--- config.mk ---
export PLATFORM = sky130hd
export DESIGN_NAME = rlm_front_flat
export DESIGN_NICKNAME = d
export VERILOG_FILES = /design/src/rtl/core/rlm_pkg.sv /design/src/rtl/core/rlm_if.sv /design/src/rtl/core/rlm_front.sv /design/src/flat_wrapper.sv
export SDC_FILE = /design/constraint.sdc
export NUM_CORES = 1
export LEC_CHECK = 0
export BUFFER_PORTS_ARGS = -buffer_cell sky130_fd_sc_hd__buf_2
export CORE_AREA = 2 2 65 67
export DETAILED_ROUTE_END_ITERATION = 8
export DIE_AREA = 0 0 67 69
export GPL_TIMING_DRIVEN = 1
export PLACE_DENSITY = 0.68
export SYNTH_ARGS = -nofsm -noshare
export SYNTH_HDL_FRONTEND = slang
export SYNTH_SLANG_ARGS = --single-unit
--- constraint.sdc ---
create_clock -name vclk -period 1.3
set_clock_uncertainty 0.05 [all_clocks]
set_input_delay 0.325 -clock vclk [all_inputs]
set_output_delay 0.325 -clock vclk [all_outputs]
set_load 0.03 [all_outputs]
--- src/rtl/core/rlm_pkg.sv ---
// Shared types and codes for the LED matrix scan controller.
// No dependencies; rlm_front, rlm_queue, rlm_back and the core top level import this package.
package rlm_pkg;

  // Widest row word carried through the command queue
  localparam int MaxColumns = 64;

  // Command queue depth between front and back
  localparam int QueueDepth = 2;

  // Incoming function codes
  localparam logic [2:0] FN_SET_PIXEL = 3'd0;
  localparam logic [2:0] FN_CLR_PIXEL = 3'd1;
  localparam logic [2:0] FN_ROW_COLOR = 3'd2;
  localparam logic [2:0] FN_ROW_PLANE = 3'd3;
  localparam logic [2:0] FN_CLEAR_ALL = 3'd4;
  localparam logic [2:0] FN_FILL      = 3'd5;
  localparam logic [2:0] FN_TICK      = 3'd6;

  // Internal operation codes after classification
  localparam logic [2:0] OP_SET_PIX   = 3'd0;
  localparam logic [2:0] OP_CLR_PIX   = 3'd1;
  localparam logic [2:0] OP_ROW       = 3'd2;
  localparam logic [2:0] OP_CLEAR_ALL = 3'd3;
  localparam logic [2:0] OP_FILL      = 3'd4;
  localparam logic [2:0] OP_TICK      = 3'd5;

  // Plane numbers (also slice order inside a stored row)
  localparam logic [1:0] PL_RED   = 2'd0;
  localparam logic [1:0] PL_GREEN = 2'd1;
  localparam logic [1:0] PL_BLUE  = 2'd2;

  // Scan phases
  localparam logic [1:0] PH_SHIFT = 2'd0;
  localparam logic [1:0] PH_LATCH = 2'd1;
  localparam logic [1:0] PH_DWELL = 2'd2;
  localparam logic [1:0] PH_OFF   = 2'd3;

  // Classified command; pmask bit p enables plane p (red, green, blue)
  typedef struct packed {
    logic [2:0]            op;
    logic [5:0]            row;
    logic [5:0]            column;
    logic [2:0]            pmask;
    logic [MaxColumns-1:0] data;
  } cmd_t;

  // One pin-state beat
  typedef struct packed {
    logic       top_red;
    logic       top_green;
    logic       top_blue;
    logic       bottom_red;
    logic       bottom_green;
    logic       bottom_blue;
    logic [4:0] row_select;
    logic       shift_clock;
    logic       latch;
    logic       output_enable_n;
    logic       frame_done;
  } beat_t;

endpackage

--- src/rtl/core/rlm_if.sv ---
// Channel interfaces: command input, pin-beat output, config write.
// Standalone; no package dependency.
interface rlm_in_if;
  logic        valid;
  logic        ready;
  logic [2:0]  func;
  logic [5:0]  row;
  logic [5:0]  column;
  logic [2:0]  color;
  logic [1:0]  plane;
  logic [63:0] row_data;

  modport source (output valid, func, row, column, color, plane, row_data, input ready);
  modport sink   (input valid, func, row, column, color, plane, row_data, output ready);
endinterface


--- src/rtl/core/rlm_front.sv ---
// Front end: accepts command transactions and classifies them into queue commands.
// Depends on rlm_pkg and rlm_in_if.
module rlm_front
  import rlm_pkg::*;
#(
  parameter int FRAME_ROWS = 64,
  parameter int COLUMNS    = 64
) (
  rlm_in_if.sink items,
  input  logic   q_full,
  output logic   push,
  output cmd_t   push_cmd
);

  logic       keep;
  logic       row_ok;
  logic       col_ok;
  logic [2:0] color_pm;
  logic [2:0] plane_pm;

  assign items.ready = !q_full;

  // Range checks and plane masks
  assign row_ok   = 7'(items.row) < 7'(FRAME_ROWS);
  assign col_ok   = 7'(items.column) < 7'(COLUMNS);
  // color bit0 blue, bit1 green, bit2 red -> plane order red, green, blue
  assign color_pm = {items.color[0], items.color[1], items.color[2]};

  always_comb begin
    unique case (items.plane)
      PL_RED:   plane_pm = 3'b001;
      PL_GREEN: plane_pm = 3'b010;
      PL_BLUE:  plane_pm = 3'b100;
      default:  plane_pm = 3'b000;
    endcase
  end

  // Classify; writes that change nothing are dropped here
  always_comb begin
    push_cmd.row    = items.row;
    push_cmd.column = items.column;
    push_cmd.data   = items.row_data;
    push_cmd.pmask  = color_pm;
    push_cmd.op     = OP_TICK;
    keep            = 1'b0;
    unique case (items.func)
      FN_SET_PIXEL: begin
        push_cmd.op = OP_SET_PIX;
        keep        = row_ok && col_ok && (color_pm != 3'b000);
      end
      FN_CLR_PIXEL: begin
        push_cmd.op    = OP_CLR_PIX;
        push_cmd.pmask = 3'b111;
        keep           = row_ok && col_ok;
      end
      FN_ROW_COLOR: begin
        push_cmd.op = OP_ROW;
        keep        = row_ok && (color_pm != 3'b000);
      end
      FN_ROW_PLANE: begin
        push_cmd.op    = OP_ROW;
        push_cmd.pmask = plane_pm;
        keep           = row_ok && (plane_pm != 3'b000);
      end
      FN_CLEAR_ALL: begin
        push_cmd.op = OP_CLEAR_ALL;
        keep        = 1'b1;
      end
      FN_FILL: begin
        push_cmd.op = OP_FILL;
        keep        = color_pm != 3'b000;
      end
      FN_TICK: begin
        push_cmd.op = OP_TICK;
        keep        = 1'b1;
      end
      default: begin
        keep = 1'b0;
      end
    endcase
  end

  assign push = items.valid && items.ready && keep;

endmodule

--- src/flat_wrapper.sv ---
// flat-port wrapper written by rule: the top's interface ports become plain ports
module rlm_front_flat import rlm_pkg::*;
#(
  parameter int FRAME_ROWS = 64,
  parameter int COLUMNS    = 64
)
  (q_full, push, push_cmd, items_valid, items_func, items_row, items_column, items_color, items_plane, items_row_data, items_ready);
  rlm_in_if items_i ();
  input  logic q_full;
  output logic push;
  output cmd_t push_cmd;
  input wire logic [$bits(items_i.valid)-1:0] items_valid;
  input wire logic [$bits(items_i.func)-1:0] items_func;
  input wire logic [$bits(items_i.row)-1:0] items_row;
  input wire logic [$bits(items_i.column)-1:0] items_column;
  input wire logic [$bits(items_i.color)-1:0] items_color;
  input wire logic [$bits(items_i.plane)-1:0] items_plane;
  input wire logic [$bits(items_i.row_data)-1:0] items_row_data;
  output wire logic [$bits(items_i.ready)-1:0] items_ready;
  assign items_i.valid = items_valid;
  assign items_i.func = items_func;
  assign items_i.row = items_row;
  assign items_i.column = items_column;
  assign items_i.color = items_color;
  assign items_i.plane = items_plane;
  assign items_i.row_data = items_row_data;
  assign items_ready = items_i.ready;
  rlm_front #(.FRAME_ROWS(FRAME_ROWS), .COLUMNS(COLUMNS)) u_core (.items(items_i), .q_full(q_full), .push(push), .push_cmd(push_cmd));
endmodule
**Word-level counts from Yosys, hierarchy flattened**

Cells that the tools add are included.

- Equal/unequal tests: 8
- Multiplexer cells: 4
- Reductions and logical operators: 10

Operators by type and width:

| cell | number |
|---|---|
| $pmux 3 s5 | 1 |
| $eq 3x3->1 const B | 3 |
| $pmux 3 s3 | 1 |
| $eq 3x2->1 const B | 2 |
| $pmux 3 s2 | 1 |
| $reduce_bool 3->1 | 2 |
| $reduce_or 3->1 | 2 |
| $eq 3x1->1 const B | 1 |
| $logic_not 3->1 | 1 |
| $pmux 1 s3 | 1 |
| $eq 2x1->1 const B | 1 |
| $eq 2x2->1 const B | 1 |
| $logic_and 1x1->1 | 2 |
| $logic_not 2->1 | 1 |
| $reduce_or 2->1 | 1 |
| $logic_not 1->1 | 1 |

- Register bits after elaboration: 0
- Output and inout bits: 84

**Depth between registers and ports, before layout**

- Depth in word-level cells: 5
- Depth in mapped cells: 4
- Depth with buffers taken out: 3

**Least setup slack after synthesis**

OpenSTA, ideal clock, no wires.

- Path kind: input to output
- Start point: input items_func[0]
- End point: output push
- Arrival time: 1305 ps
- Required time: 925 ps
- Path slack: -380 ps
- Cell stages on the path: 3
- Path buffers: 0
- Cells stage by stage: nor2b_4 > and3b_1 > nor4b_2

- Longest elaborated chain between the ends: 4
- Elaborated cells on any way between the ends: 11
- Those cells by class: eq/ne (6); mux (1); reduce/logical (4)

RTL lines:

| what | RTL line | source |
|---|---|---|
| start: declaration | flat_wrapper.sv:13 | `input wire logic [$bits(items_i.func)-1:0] items_func;` |
| $eq 3x1->1, or another cell as far along | rlm_front.sv:46 | `unique case (items.func)` |
| $reduce_or 3->1 (no source line) | - |  |
| $pmux 1 s3 * | rlm_front.sv:46 |  |
| $logic_and 1x1->1 * | rlm_front.sv:83 | `assign push = items.valid && items.ready && keep;` |
| end: declaration | flat_wrapper.sv:10 | `output logic push;` |

Mark *: on every way between the ends. The rest lies on a longest branch, timed or not.

**Final worst setup path**

- Start point: input items_func[2]
- End point: output push

Same word-level chain as after synthesis.

==> results.txt <==
The run finished, with violations left. The checks that failed: negative setup slack. The shortest clock period the worst path allows after layout was 1513 ps; the part of the total power dissipated in the clock network was 0%.

Using the TritonRoute via totals, the vias-per-cell ratio works out to 3.765. For the worst setup path, the data required time is 930 ps. The worst hold slack is 600.0 ps, and the synthesized netlist net count is 184.

After synthesis, the netlist uses 16 different library cells. Dividing the final minimum period by the clock period gives 116.4%. The starting DRC count in detailed routing is 14. In this run the most critical hold path is launched from items_row_data[18]. The cell type group with the largest total delay on the critical path is simple AND/OR/NAND/NOR gates. The logs give 0 for the number of DRC violations after detailed routing and 0% for the part of the total power dissipated in sequential elements. The number of buffer and inverter instances along the worst setup path was 2.

Walking the worst path, the cells encountered are buf_8 > nor2b_4 > and3b_1 > nor4b_4 > buf_6. The tools report the I/O pin total as 170. The design has 0 sequential cells. Switching fraction of total power: 47.59%. Setup violations remaining at the end of the flow were counted as 5. Final-layout clock buffer total: 0. Dividing the detail-routed wire length by the instance count gives 13.43 um. The power per cell area is 390.2 nW/um^2. The run gives 369 as the via total after detailed routing. Combinational logic burns 100.0% of the power. For the iteration count of the initial detailed-routing pass, the log shows 2.

The hold violation count in the final report came out at 0. The path class of the tightest hold or removal check is primary input to primary output. The floorplan has 23 rows. The tool flagged a number of max-cap violations equal to 0. For the placed wire-length estimate after detailed placement, the log shows 1089 um.

The number of max-slew violations in the final report was 0; the height of the chip was 69 um. The largest stage delay on the critical path was 230 ps. The critical path data arrival time is 1140 ps, and the wire length after detailed routing is 1316 um. The layout overhead on the synthesized area was -31.13%. In the global route stage, overall resource usage came out at 5.201%. The logs give 460 for the filler cell count in the final layout and 18.38% for the effective utilization at floorplan. Highest achievable clock rate: 661.0 MHz.

The overflow left after global routing is 0, and the relative slew slack is 86.02%. The analysis attributes to cell leakage a power of 0.0002229 uW. For the pin count of the biggest net entering global routing, the log shows 7. Port buffering added 18 buffers. The critical path starts at items_func[2]. Of all nets on the critical path, the largest fanout is 4. The number of antenna violations at the first check in global routing is 0, and the average cell area after synthesis is 7.341 sq um.

Buffers inserted to repair hold after CTS numbered 0. The worst-case IR drop observed on VDD is 0.05526 mV. Nature of the critical path endpoint: a primary output. The placer's final routability congestion estimate was 0.7479; the global-route wire length before repair was 1876 um. At the pin with the least slew margin, the transition time is 208.9 ps. The number of post-CTS setup repair buffers was 0. Setup repair after global routing could not meet its margin everywhere.

The Yosys warning count was 0; the antenna diode count was 0. The cell-internal power is 101.3 uW. The logs give 719.4 sq um for the total standard cell area after synthesis and -212.9 ps for the worst setup margin. The tools report the kind of start point of the critical path as a primary input. The die is 67 um wide. For the core region area, the log shows 3914 sq um.

For this run, the post-layout net count is 136. The floorplan step defined a die boundary enclosing 4623 sq um. Instance count of the mapped netlist: 98.

The count of nets left with antenna violations once routing finished came out at 0. The area occupied by registers is 0 sq um. Via count of the first global-routing pass: 389. The slowest stage cell on the critical path is sky130_fd_sc_hd__nor4b_4. The classification of the worst setup path was primary input to primary output.

For the final-layout setup total negative slack, the log shows -521.4 ps. Summing the sequential cell areas from Yosys gives 0% of the chip area. In this run the power spent charging and discharging nets is 92.02 uW. The layout cell share with drive strength beyond 1 is 75.00%.
## per-stage QoR
step	utilization, %	cell area (sq um)	setup slack, ps	instances	total power, uW
after floorplan	-	768.2	-215.6	98	528.4
after global placement	10.55	412.9	-277.8	98	158.0
after detailed placement	10.55	412.9	-286.6	98	159.1
after CTS	12.60	493.0	-228.3	98	194.0
after global routing	12.66	495.5	-255.9	98	206.0
final	12.66	495.5	-212.9	98	193.3
## area by class of cell
cell class | count | area [sq um] | share of cell area (%)
Inverter | 1 | 3.754 | 0.7576
Multi-Input combinational cell | 20 | 209.0 | 42.17
Timing Repair Buffer | 27 | 220.2 | 44.44
Tap cell | 50 | 62.56 | 12.63
## placed cells by master (no fill, tap or decap), drive strengths merged, types with 2 or more instances in the layout
cell	netlist	final
o21a	2	2
a31oi	2	2
nor2	3	3
buf	76	27
nand2b	4	4
## power groups by stage
stage / Combinational (uW) / Sequential [uW] / Clock [uW]
3_5_place_dp: 159 / 0 / 0
5_1_grt: 206 / 0 / 0
2_1_floorplan: 528 / 0 / 0
3_3_place_gp: 158 / 0 / 0
4_1_cts: 194 / 0 / 0
6_report: 193 / 0 / 0
## synthesized netlist by cell type (all sizes together)
cell	count	area, sq um
o211ai	1	7.510
clkbuf	1	3.750
nor3	1	5.000
nor2b	1	13.76
nor4b	1	15.01
a21oi	1	5.000
xnor2	1	8.760
o21a	2	15.01
nand2	1	3.750
mux2i	1	10.01
a31oi	2	12.51
nand2b	4	25.02
buf	76	570.6
inv	1	3.750
nor2	3	11.26
and3b	1	8.760
## kinds of logic (layout without fill, tap and decap cells)
kind of cell              Yosys count  count (layout)  share of synthesized area [%]
AOI/OAI and AO/OA                   6               6                          5.564
buffers and inverters              78              28                          80.35
muxes                               1               1                          1.391
xor gates and xnor gates            1               1                          1.218
and+or+nand+nor                    12              12                          11.48
## timing repair
item | CTS | global route
gates resized for setup | 22 | 2
pin swaps | 3 | 1
setup endpoints to repair | 7 | 7
## metal layers
layer | vias up | global-route usage, % | routed length (um)
met5 | - | 0 | 0
met4 | 0 | 9.070 | 240
met3 | 38 | 4.241 | 313
met2 | 52 | 7.371 | 523
met1 | 148 | 2.564 | 239
li1 | 131 | - | -
## worst paths after layout
kind / cells past startpoint / slack [ps] / to
min: 0 / 600 / push_cmd[18]
max: 5 / -210 / push
No activity file was read; power rests on OpenSTA's default activity.
