**src/rtl/core/rlm_pkg.sv**
```systemverilog
// Shared types and codes for the LED matrix scan controller.
// No dependencies; rlm_front, rlm_queue, rlm_back and the core top level import this package.
package rlm_pkg;

  // Widest row word carried through the command queue
  localparam int MaxColumns = 64;

  // Command queue depth between front and back
  localparam int QueueDepth = 2;

  // Incoming function codes
  localparam logic [2:0] FN_SET_PIXEL = 3'd0;
  localparam logic [2:0] FN_CLR_PIXEL = 3'd1;
  localparam logic [2:0] FN_ROW_COLOR = 3'd2;
  localparam logic [2:0] FN_ROW_PLANE = 3'd3;
  localparam logic [2:0] FN_CLEAR_ALL = 3'd4;
  localparam logic [2:0] FN_FILL      = 3'd5;
  localparam logic [2:0] FN_TICK      = 3'd6;

  // Internal operation codes after classification
  localparam logic [2:0] OP_SET_PIX   = 3'd0;
  localparam logic [2:0] OP_CLR_PIX   = 3'd1;
  localparam logic [2:0] OP_ROW       = 3'd2;
  localparam logic [2:0] OP_CLEAR_ALL = 3'd3;
  localparam logic [2:0] OP_FILL      = 3'd4;
  localparam logic [2:0] OP_TICK      = 3'd5;

  // Plane numbers (also slice order inside a stored row)
  localparam logic [1:0] PL_RED   = 2'd0;
  localparam logic [1:0] PL_GREEN = 2'd1;
  localparam logic [1:0] PL_BLUE  = 2'd2;

  // Scan phases
  localparam logic [1:0] PH_SHIFT = 2'd0;
  localparam logic [1:0] PH_LATCH = 2'd1;
  localparam logic [1:0] PH_DWELL = 2'd2;
  localparam logic [1:0] PH_OFF   = 2'd3;

  // Classified command; pmask bit p enables plane p (red, green, blue)
  typedef struct packed {
    logic [2:0]            op;
    logic [5:0]            row;
    logic [5:0]            column;
    logic [2:0]            pmask;
    logic [MaxColumns-1:0] data;
  } cmd_t;

  // One pin-state beat
  typedef struct packed {
    logic       top_red;
    logic       top_green;
    logic       top_blue;
    logic       bottom_red;
    logic       bottom_green;
    logic       bottom_blue;
    logic [4:0] row_select;
    logic       shift_clock;
    logic       latch;
    logic       output_enable_n;
    logic       frame_done;
  } beat_t;

endpackage

```
**src/rtl/core/rlm_queue.sv**
```systemverilog
// Short command FIFO that decouples the front end from the back end.
// Depends on rlm_pkg.
module rlm_queue
  import rlm_pkg::*;
(
  input  logic clk,
  input  logic rst,
  input  logic push,
  input  cmd_t push_cmd,
  output logic full,
  input  logic pop,
  output logic empty,
  output cmd_t head
);

  localparam int QPtrW = (QueueDepth > 1) ? $clog2(QueueDepth) : 1;
  localparam int QCntW = $clog2(QueueDepth + 1);

  cmd_t             slots [QueueDepth];
  logic [QPtrW-1:0] wr_ptr;
  logic [QPtrW-1:0] rd_ptr;
  logic [QCntW-1:0] count;

  assign full  = count == QCntW'(QueueDepth);
  assign empty = count == '0;
  assign head  = slots[rd_ptr];

  // Pointers and fill level
  always_ff @(posedge clk) begin
    if (rst) begin
      wr_ptr <= '0;
      rd_ptr <= '0;
      count  <= '0;
    end else begin
      if (push) begin
        wr_ptr <= (wr_ptr == QPtrW'(QueueDepth - 1)) ? '0 : wr_ptr + 1'b1;
      end
      if (pop) begin
        rd_ptr <= (rd_ptr == QPtrW'(QueueDepth - 1)) ? '0 : rd_ptr + 1'b1;
      end
      if (push && !pop) begin
        count <= count + 1'b1;
      end else if (pop && !push) begin
        count <= count - 1'b1;
      end
    end
  end

  // Payload storage
  always_ff @(posedge clk) begin
    if (push) begin
      slots[wr_ptr] <= push_cmd;
    end
  end

endmodule

```
**config.mk**
```make
export PLATFORM = sky130hd
export DESIGN_NAME = rlm_queue
export DESIGN_NICKNAME = d
export VERILOG_FILES = /design/src/rtl/core/rlm_pkg.sv /design/src/rtl/core/rlm_queue.sv
export SDC_FILE = /design/constraint.sdc
export NUM_CORES = 1
export LEC_CHECK = 0
export ABC_AREA = 1
export BUFFER_PORTS_ARGS = -buffer_cell sky130_fd_sc_hd__buf_2
export CAP_MARGIN = 20
export CORE_MARGIN = 2
export CORE_UTILIZATION = 52
export DETAILED_ROUTE_END_ITERATION = 7
export PLACE_DENSITY = 0.87
export SETUP_SLACK_MARGIN = 0.4
export SLEW_MARGIN = 10
export SYNTH_ARGS = -nofsm -noshare
export SYNTH_HDL_FRONTEND = slang
export SYNTH_SLANG_ARGS = --single-unit
```
**constraint.sdc**
```tcl
create_clock -name clk -period 4.7 [get_ports clk]
set_input_delay 0.235 -clock clk [delete_from_list [all_inputs] [get_ports clk]]
set_output_delay 0.235 -clock clk [all_outputs]
set_load 0.01 [all_outputs]
```
== Word-level counts from Yosys, hierarchy flattened ==
Memories as Yosys holds them, arrays and structs flattened. A register that Yosys moved wholly into a read port is not among the register bits.
Index checks and enable logic that the tools add are counted.

* Bits in registers: 4
* Memory bits (writable): 164
* Output and inout bits: 84
* Logic and storage cells: 23
* Memories: 1

* Add/sub/neg operators: 4
* Equal/unequal tests: 1
* Muxes and demuxes: 8
* Reduce and logical (&&, ||, !) cells: 6

{| class="wikitable"
|+ Memories
! memory !! depth !! width !! read ports !! clocked after Yosys merged registers in !! wr ports !! line !! RTL
|-
| slots || 2 || 82 || 1 || 1 || 1 || rlm_queue.sv:19 || <nowiki>cmd_t slots [QueueDepth];</nowiki>
|}

{| class="wikitable"
|+ Operator list
! cell !! number
|-
| $mux W1 || 6
|-
| $mux W2 || 2
|-
| $add A1 B1 Y1 const B || 2
|-
| $add A2 B1 Y2 const B || 1
|-
| $eq A2 B2 Y1 const B || 1
|-
| $logic_and A1 B1 Y1 || 2
|-
| $logic_not A1 Y1 || 2
|-
| $logic_not A2 Y1 || 1
|-
| $reduce_bool A2 Y1 || 1
|-
| $sub A2 B1 Y2 const B || 1
|}

== Depth between registers and ports, before layout ==
Gate-level depths: netlist of run 1.

* Depth after elaboration: 4
* Mapped depth: 8
* Gate-level depth less buffers: 8

== Worst setup path after synthesis of run 1 ==
OpenSTA, ideal clock, no wires.

* Kind: register to register
* From: reg wr_ptr
* To: mem slots[0][0] in the netlist's numbering (enable)
* Arrival time: 3.736 ns
* Setup slack: 0.439 ns
* Stages on the path, launching flop included: 2
* Period minus slack after synthesis: 4.261 ns
* Cells stage by stage: dfxtp_1 > nor2_1

{| class="wikitable"
|+ RTL lines
! what !! line !! RTL
|-
| from (decl) || rlm_queue.sv:20 || <nowiki>logic [QPtrW-1:0] wr_ptr;</nowiki>
|-
| from (signal assigned) || rlm_queue.sv:36 || <nowiki>wr_ptr <= (wr_ptr == QPtrW'(QueueDepth - 1)) ? '0 : wr_ptr + 1'b1;</nowiki>
|-
| to (decl) || rlm_queue.sv:19 ||
|}

No word-level cell before the write port.

==> reports/qor.yml, run 1 <==
layout:
  fillers: 773
  fin_area_mm2: 0.00859
  register_area_mm2: 0.00503
  most-common-layout-cells: "buf_2 (169), edfxtp_1 (164), mux2_4 (80), dlygate4sd3_1 (55), clkbuf_16 (17)"
  multi_input_area_mm2: 0.00132
  mostFrequentLayoutCell: "buf_2"
  area_delta_synth_final_pct: 31.3
  layout-drive-gt1-share_pct: 52.8
  final_cells: 708
  nets: 615
  diodes: 0
critical_path:
  path_class: "reg2out"
  critPathArrivalTime_ps: 2260
  r2r-start: "wr_ptr"
  worstPathRequired_ps: 4470
  crit_fanout: 36
  worstRegToRegCells: 3
  timing.critical_path.to: "head[72]"
  rr_endpoint: "slots[1][5]"
  crit_path_start_kind: "flop"
  r2r_setup_slack_ps: 2650
  endpoint_kind: "primary output"
logic_synthesis:
  synthesis.area_mm2: 0.00655
  synth_area_per_cell_um2: 22.7
  yosysWarnings: 0
  yosysSeqAreaShare_pct: 76.8
  ys_ff_latch: 169
  netlist_instances: 288
  synth_cell_types: 16
  synth_fp_nets: 375
floorplanning:
  die-height_um: 116
  core_area_mm2: 0.0122
  pin_count: 170
  floorplan.die_area_mm2: 0.0135
  rows: 40
  start_util_pct: 53.8
  die-width_um: 116
global_route:
  grt_first_pass_wirelength_um: 17500
  grt_max_degree: 45
  grt_pass1_vias: 3624
  antenna_found_initial: 0
  track_usage_pct: 17.8
  grt.overflow.total: 0
drt:
  wl_um: 11900
  first_iter_violations: 218
  vias: 3449
  antenna_left: 0
  viasPerCell: 4.87
  wl_per_cell_um: 16.8
  drc: 0
  first_pass_iters: 4
sta:
  finalClockSkew_ps: 3.60
  tightest_slew_ps: 779
  timing.fmax_mhz: 401
  hold_viol_final: 0
  fin_ws_ps: 2210
  setup_viol: 0
  slew_viol_final: 0
  rsz0062_at_grt: "false"
  min_period_ps: 2490
  period_share_pct: 53.1
  tns_ps: 0
  slew_headroom_pct: 48.0
clocking:
  worstSkewPairLatency_ps: 410
  cts_buffers: 17
  post_cts.repair.setup_buffers: 0
  htreeDepth: 4
  clockBufferDepth: 2
  cts_tree: "yes"
  cts_sinks: 169
  cts-root-buf: "clkbuf_16"
  clkTransAtPathRegs_ps: 60
power_and_ir_drop:
  p_leak_nw: 3.47
  switchingPower_mw: 0.729
  ir_worst_vdd_uv: 276
  power_frac_seq_pct: 51.3
  p_int_mw: 2.75
  p_comb_share_pct: 12.0
  clkPwrFrac_pct: 36.7
  power.density_mw_per_mm2: 404
  swShare_pct: 21.0
place:
  dp_cells: 621
  place_congestion: 0.677
  dp_hpwl_um: 7200
  place.port_buffers: 169
  dpl_cell_area_mm2: 0.00748
  post-place-ws_ps: 2460
worst_hold_path:
  worstHoldPathType: "in2reg"
flow_run:
  drv_cap: 0
run_status:
  status: "complete, no violations"
## layer usage
| metal | part of all wire, % | wire length (µm) | vias to the layer above | GRT usage [%] |
|---|---|---|---|---|
| li1 | - | - | 1597 | - |
| met1 | 39 | 4620 | 1704 | 19.2 |
| met2 | 54 | 6410 | 128 | 31.9 |
| met3 | 5.3 | 630 | 20 | 5.55 |
| met4 | 2.0 | 242 | 0 | 8.25 |
| met5 | 0 | 0 | - | 0 |
## cell usage after synthesis
master | instances | area share, %
nor3_1 | 1 | 0.076
nand3_1 | 1 | 0.076
a21oi_1 | 1 | 0.076
nand4_1 | 1 | 0.096
nand2_1 | 5 | 0.29
xnor2_1 | 1 | 0.13
mux2_2 | 2 | 0.34
dfxtp_1 | 5 | 1.5
ha_1 | 1 | 0.19
inv_1 | 9 | 0.52
buf_12 | 8 | 2.4
edfxtp_1 | 164 | 75
o21ai_0 | 1 | 0.076
mux2_4 | 80 | 18
nor2_1 | 7 | 0.40
buf_6 | 1 | 0.17
## logic make-up (layout without fill, tap and decap cells)
| group | after synthesis | after routing | synth area share [%] |
|---|---|---|---|
| flip-flops | 169 | 169 | 76.8 |
| multiplexers | 82 | 82 | 18.7 |
| buffers and inverters | 18 | 270 | 3.13 |
| AND/OR/NAND/NOR | 15 | 15 | 0.937 |
| AO/OA/AOI/OAI | 2 | 2 | 0.153 |
| adder cells (fa/ha/maj) | 1 | 1 | 0.191 |
| XOR/XNOR | 1 | 1 | 0.134 |
## final cells by class
class                   count  area share, %
multi-input cells         101           15.4
clock inverters            11           1.24
well taps                 168           2.45
inverters                   9          0.408
flip-flops and latches    169           58.5
clock buffers              20           5.08
repair buffers            230           16.9
## stage by stage
stage	total power, mW	hold WS (ps)	utilization [%]
6_report	3.47	20.0	70.7
5_1_grt	3.60	3.05	70.7
4_1_cts	3.50	0.286	70.3
3_5_place_dp	2.19	428	61.5
3_3_place_gp	2.18	422	61.5
2_1_floorplan	2.07	307	-
## worst max-delay path, cell delays in order, from the launching register on
cell and delay [ps]:
dfxtp_4 780, buf_4 560, mux2_4 350, buf_2 140
## repair_timing
item                      CTS  global route
hold buffers               53             2
gates resized for setup     0             0
hold endpoints to repair  106             3
## power groups by stage
stage          clock (mW)  sequential (mW)  combinational [mW]
2_1_floorplan           0             1.80               0.272
3_3_place_gp            0             1.81               0.369
3_5_place_dp            0             1.82               0.377
4_1_cts              1.30             1.78               0.413
5_1_grt              1.36             1.79               0.447
6_report             1.27             1.78               0.417
## flip-flops by register name, indices dropped and copies added, names as in the netlist, named ones only
register,cells
wr_ptr,1
slots,164
count,2
rd_ptr,1
## worst min-delay path by stage
stage / from / end / slack (ps) / cells after the start
after global routing: push_cmd[32] / slots[0][32] / 3 / 1
final: push_cmd[32] / slots[1][32] / 20 / 1
after detailed placement: push_cmd[74] / slots[1][74] / 430 / 1
after floorplan: rst / flop / 310 / 1
after CTS: push_cmd[67] / slots[1][67] / 0.3 / 1
after global placement: push_cmd[63] / slots[0][63] / 420 / 1
Power figures use the tool's default switching activity.
==> run 2: changes to the inputs <==
--- a/config.mk
+++ b/config.mk
@@ -5,7 +5,7 @@
 export SDC_FILE = /design/constraint.sdc
 export NUM_CORES = 1
 export LEC_CHECK = 0
-export ABC_AREA = 1
+export ABC_AREA = 0
 export BUFFER_PORTS_ARGS = -buffer_cell sky130_fd_sc_hd__buf_2
 export CAP_MARGIN = 20
 export CORE_MARGIN = 2
==> constraint.sdc (replaced) <==
create_clock -name clk -period 2.3 [get_ports clk]
set_input_delay 0.115 -clock clk [delete_from_list [all_inputs] [get_ports clk]]
set_output_delay 0.115 -clock clk [all_outputs]
set_load 0.01 [all_outputs]
==> reports/qor.yml, run 2 <==
logic_synthesis:
  netlist_instances: 277  # -3.8%
  synth_cell_types: 16  # unchanged
  ys.flop_type: "edfxtp_1"
  synthesis.area_mm2: 0.00615  # -6.0%
  netlist.area_leader.share_pct: 80.0  # +4.8 points
  async_reset_ff_share_pct: 0  # unchanged
  ys_ff_latch: 169  # unchanged
  yosysWarnings: 0  # unchanged
  yosysSeqAreaShare_pct: 81.7  # +4.9 points
  yosysMostFrequentCell: "edfxtp_1"
  synth_edf_count: 164  # unchanged
  synth_top_area_cell: "edfxtp_1"
  synth_fp_nets: 364  # -2.9%
  synth_common_cells: "edfxtp_1 (164), mux2_2 (82), buf_6 (8)"
  ys_top_cells_by_area: "edfxtp_1 (80%), mux2_2 (15%), dfxtp_1 (1.6%)"
  synth_area_per_cell_um2: 22.2  # -2.3%
place:
  dpl_cell_area_mm2: 0.00718  # -4.0%
  place_congestion: 0.748  # +11%
  dp_hpwl_um: 7390  # +2.6%
  place.port_buffers: 169  # unchanged
drt:
  drc: 0  # unchanged
  top_layer: "met4"
  vias: 3515  # +1.9%
  wl_um: 13100  # +9.9%
  first_iter_violations: 211  # -3.2%
  wl_met3_um: 688  # +9.2%
  wl_per_cell_um: 18.6  # +11%
  antenna_left: 0  # unchanged
  routed-wl-met2_um: 7110  # +11%
  first_pass_iters: 4  # unchanged
  wl_met1_um: 4850  # +5.0%
  viasPerCell: 5.00  # +2.6%
floorplanning:
  core_area_mm2: 0.0115  # -5.7%
  die-height_um: 113  # -2.9%
  die-width_um: 113  # -2.9%
  start_util_pct: 53.7  # -0.17 points
  floorplan.die_area_mm2: 0.0127  # -5.8%
  rows: 39  # -2.5%
  pin_count: 170  # unchanged
critical_path:
  worstRegToRegCells: 2  # -1
  critPathArrivalTime_ps: 1700  # -560 ps
  crit_fanout: 30  # -17%
  worstPathRequired_ps: 2180  # -2290 ps
  crit_path_start_kind: "flop"
  cpLargestDelayFamily: "flip-flops"
  cpPeakStageDelay_ps: 500  # -280 ps
  path_depth: 3  # unchanged
  endpoint_kind: "primary output"
  cp.buffers_inverters: 2  # unchanged
  path_cells: "buf_12, mux2_2, buf_2"
  path_class: "reg2out"
  cp_slowest_cell: "dfxtp_4"
sta:
  slew_viol_final: 0  # unchanged
  tightest_slew_ps: 581  # -198 ps
  min_period_ps: 1810
  rsz0062_at_grt: "false"
  finalClockSkew_ps: 4.99  # +1.39 ps
  hold_viol_final: 0  # unchanged
  setup_viol: 0  # unchanged
  tns_ps: 0  # unchanged
  timing.fmax_mhz: 551
  slew_headroom_pct: 61.3  # +13 points
  period_share_pct: 78.9
layout:
  regMostFlops: "slots"
  nets: 634  # +3.1%
  mostFrequentLayoutCell: "buf_2"
  largest_register_ffs: 164  # unchanged
  fin_area_mm2: 0.00860  # about the same
  most-common-layout-cells: "buf_2 (169), edfxtp_1 (164), dlygate4sd3_1 (84), mux2_2 (82), clkbuf_16 (17)"
  reg_top3: "slots: 164 flops, count: 2 flops"
  layout-drive-gt1-share_pct: 52.5  # -0.28 points
  diodes: 0  # unchanged
  area_delta_synth_final_pct: 39.8
clocking:
  htreeDepth: 4  # unchanged
  worstSkewPairLatency_ps: 410  # about the same
  cts_buffers: 17  # unchanged
  cts_tree: "yes"
  cts_resized: 0  # unchanged
  cts_sinks: 169  # unchanged
  clockBufferDepth: 2  # unchanged
  cts-root-buf: "clkbuf_16"
  clkTransAtPathRegs_ps: 60  # about the same
run_status:
  status: "complete, no violations"
global_route:
  antenna_found_initial: 0  # unchanged
  grt_max_degree: 44  # -2.2%
  track_usage_pct: 21.0  # +3.2 points
  grt_first_pass_wirelength_um: 19600  # +12%
  grt_pass1_vias: 3847  # +6.2%
  grt.overflow.total: 0  # unchanged
power_and_ir_drop:
  ir_worst_vdd_uv: 775  # +180%
  power.density_mw_per_mm2: 841  # +110%
  p_leak_nw: 3.30  # -4.8%
worst_hold_path:
  hold_depth: 3  # +2
  worstHoldPathType: "in2reg"
flow_run:
  drv_cap: 0  # unchanged
## run 2: cell count changes in the layout (fill, tap and decap cells not counted), sizes merged, moves of 2 or more
| cell | before | now |
|---|---|---|
| dlygate4sd3 | 55 | 84 |
| inv | 8 | 1 |
| nand2 | 5 | 0 |
| clkinv | 8 | 10 |
| nor2 | 7 | 5 |
| xor2 | 0 | 2 |
## run 2: layout make-up
cell class,count,area [µm²]
fillers,646,2870
repair buffers,260,1780
well taps,143,179
inverters,1,3.75
flip-flops and latches,169,5030
multi-input cells,98,1040
clock inverters,13,129
clock buffers,19,443
## run 2: what timing repair did
item,in CTS,in global routing
hold endpoints to repair,169,0
hold buffers,84,0
setup buffers,1,0
endpoints found under the setup margin,56,0
## run 2: final timing paths
kind	endpoint	startpoint	slack (ps)
setup / recovery	head[38]	flop	490
hold / removal	flop	pop	30
setup reg to reg	slots[1][23]	wr_ptr	830
hold reg to reg	flop	rd_ptr	560
## run 2: cells by family (layout without fill, tap and decap cells)
kind of cell | count (synthesis) | count (layout) | synth area share, %
AO/OA/AOI/OAI | 2 | 2 | 0.163
XOR/XNOR | 4 | 4 | 0.569
adder cells (fa/ha/maj) | 1 | 1 | 0.203
buffers and inverters | 10 | 293 | 1.65
flip-flops | 169 | 169 | 81.7
multiplexers | 82 | 82 | 15.0
AND/OR/NAND/NOR | 9 | 9 | 0.753
## run 2: report_power, final
group          switching, mW  total (mW)  internal [mW]
Clock                   1.09        2.70           1.62
Sequential            0.0652        3.66           3.59
Combinational          0.421       0.873          0.452
Total                   1.58        7.24           5.66
## run 2: metrics by stage
stage	worst slack [ps]	std cells	hold slack [ps]	power, mW	util, %
after floorplan	333	277	180	4.13	-
final	486	703	32.5	7.24	75.0
after global placement	782	586	302	4.42	62.6
after detailed placement	773	586	306	4.46	62.6
after CTS	443	703	15.1	7.26	75.0
after global routing	404	703	54.4	7.47	75.0
## run 2: worst reg2reg max path: stages, from the launching register on
cell	delay [ps]
dfxtp_2	370
and2_4	450
buf_4	340
## run 2: metal layers
metal / GRT usage (%) / up-vias
li1: - / 1634
met1: 22.2 / 1710
met2: 38.1 / 135
met3: 5.95 / 36
met4: 10.7 / 0
met5: 0 / -
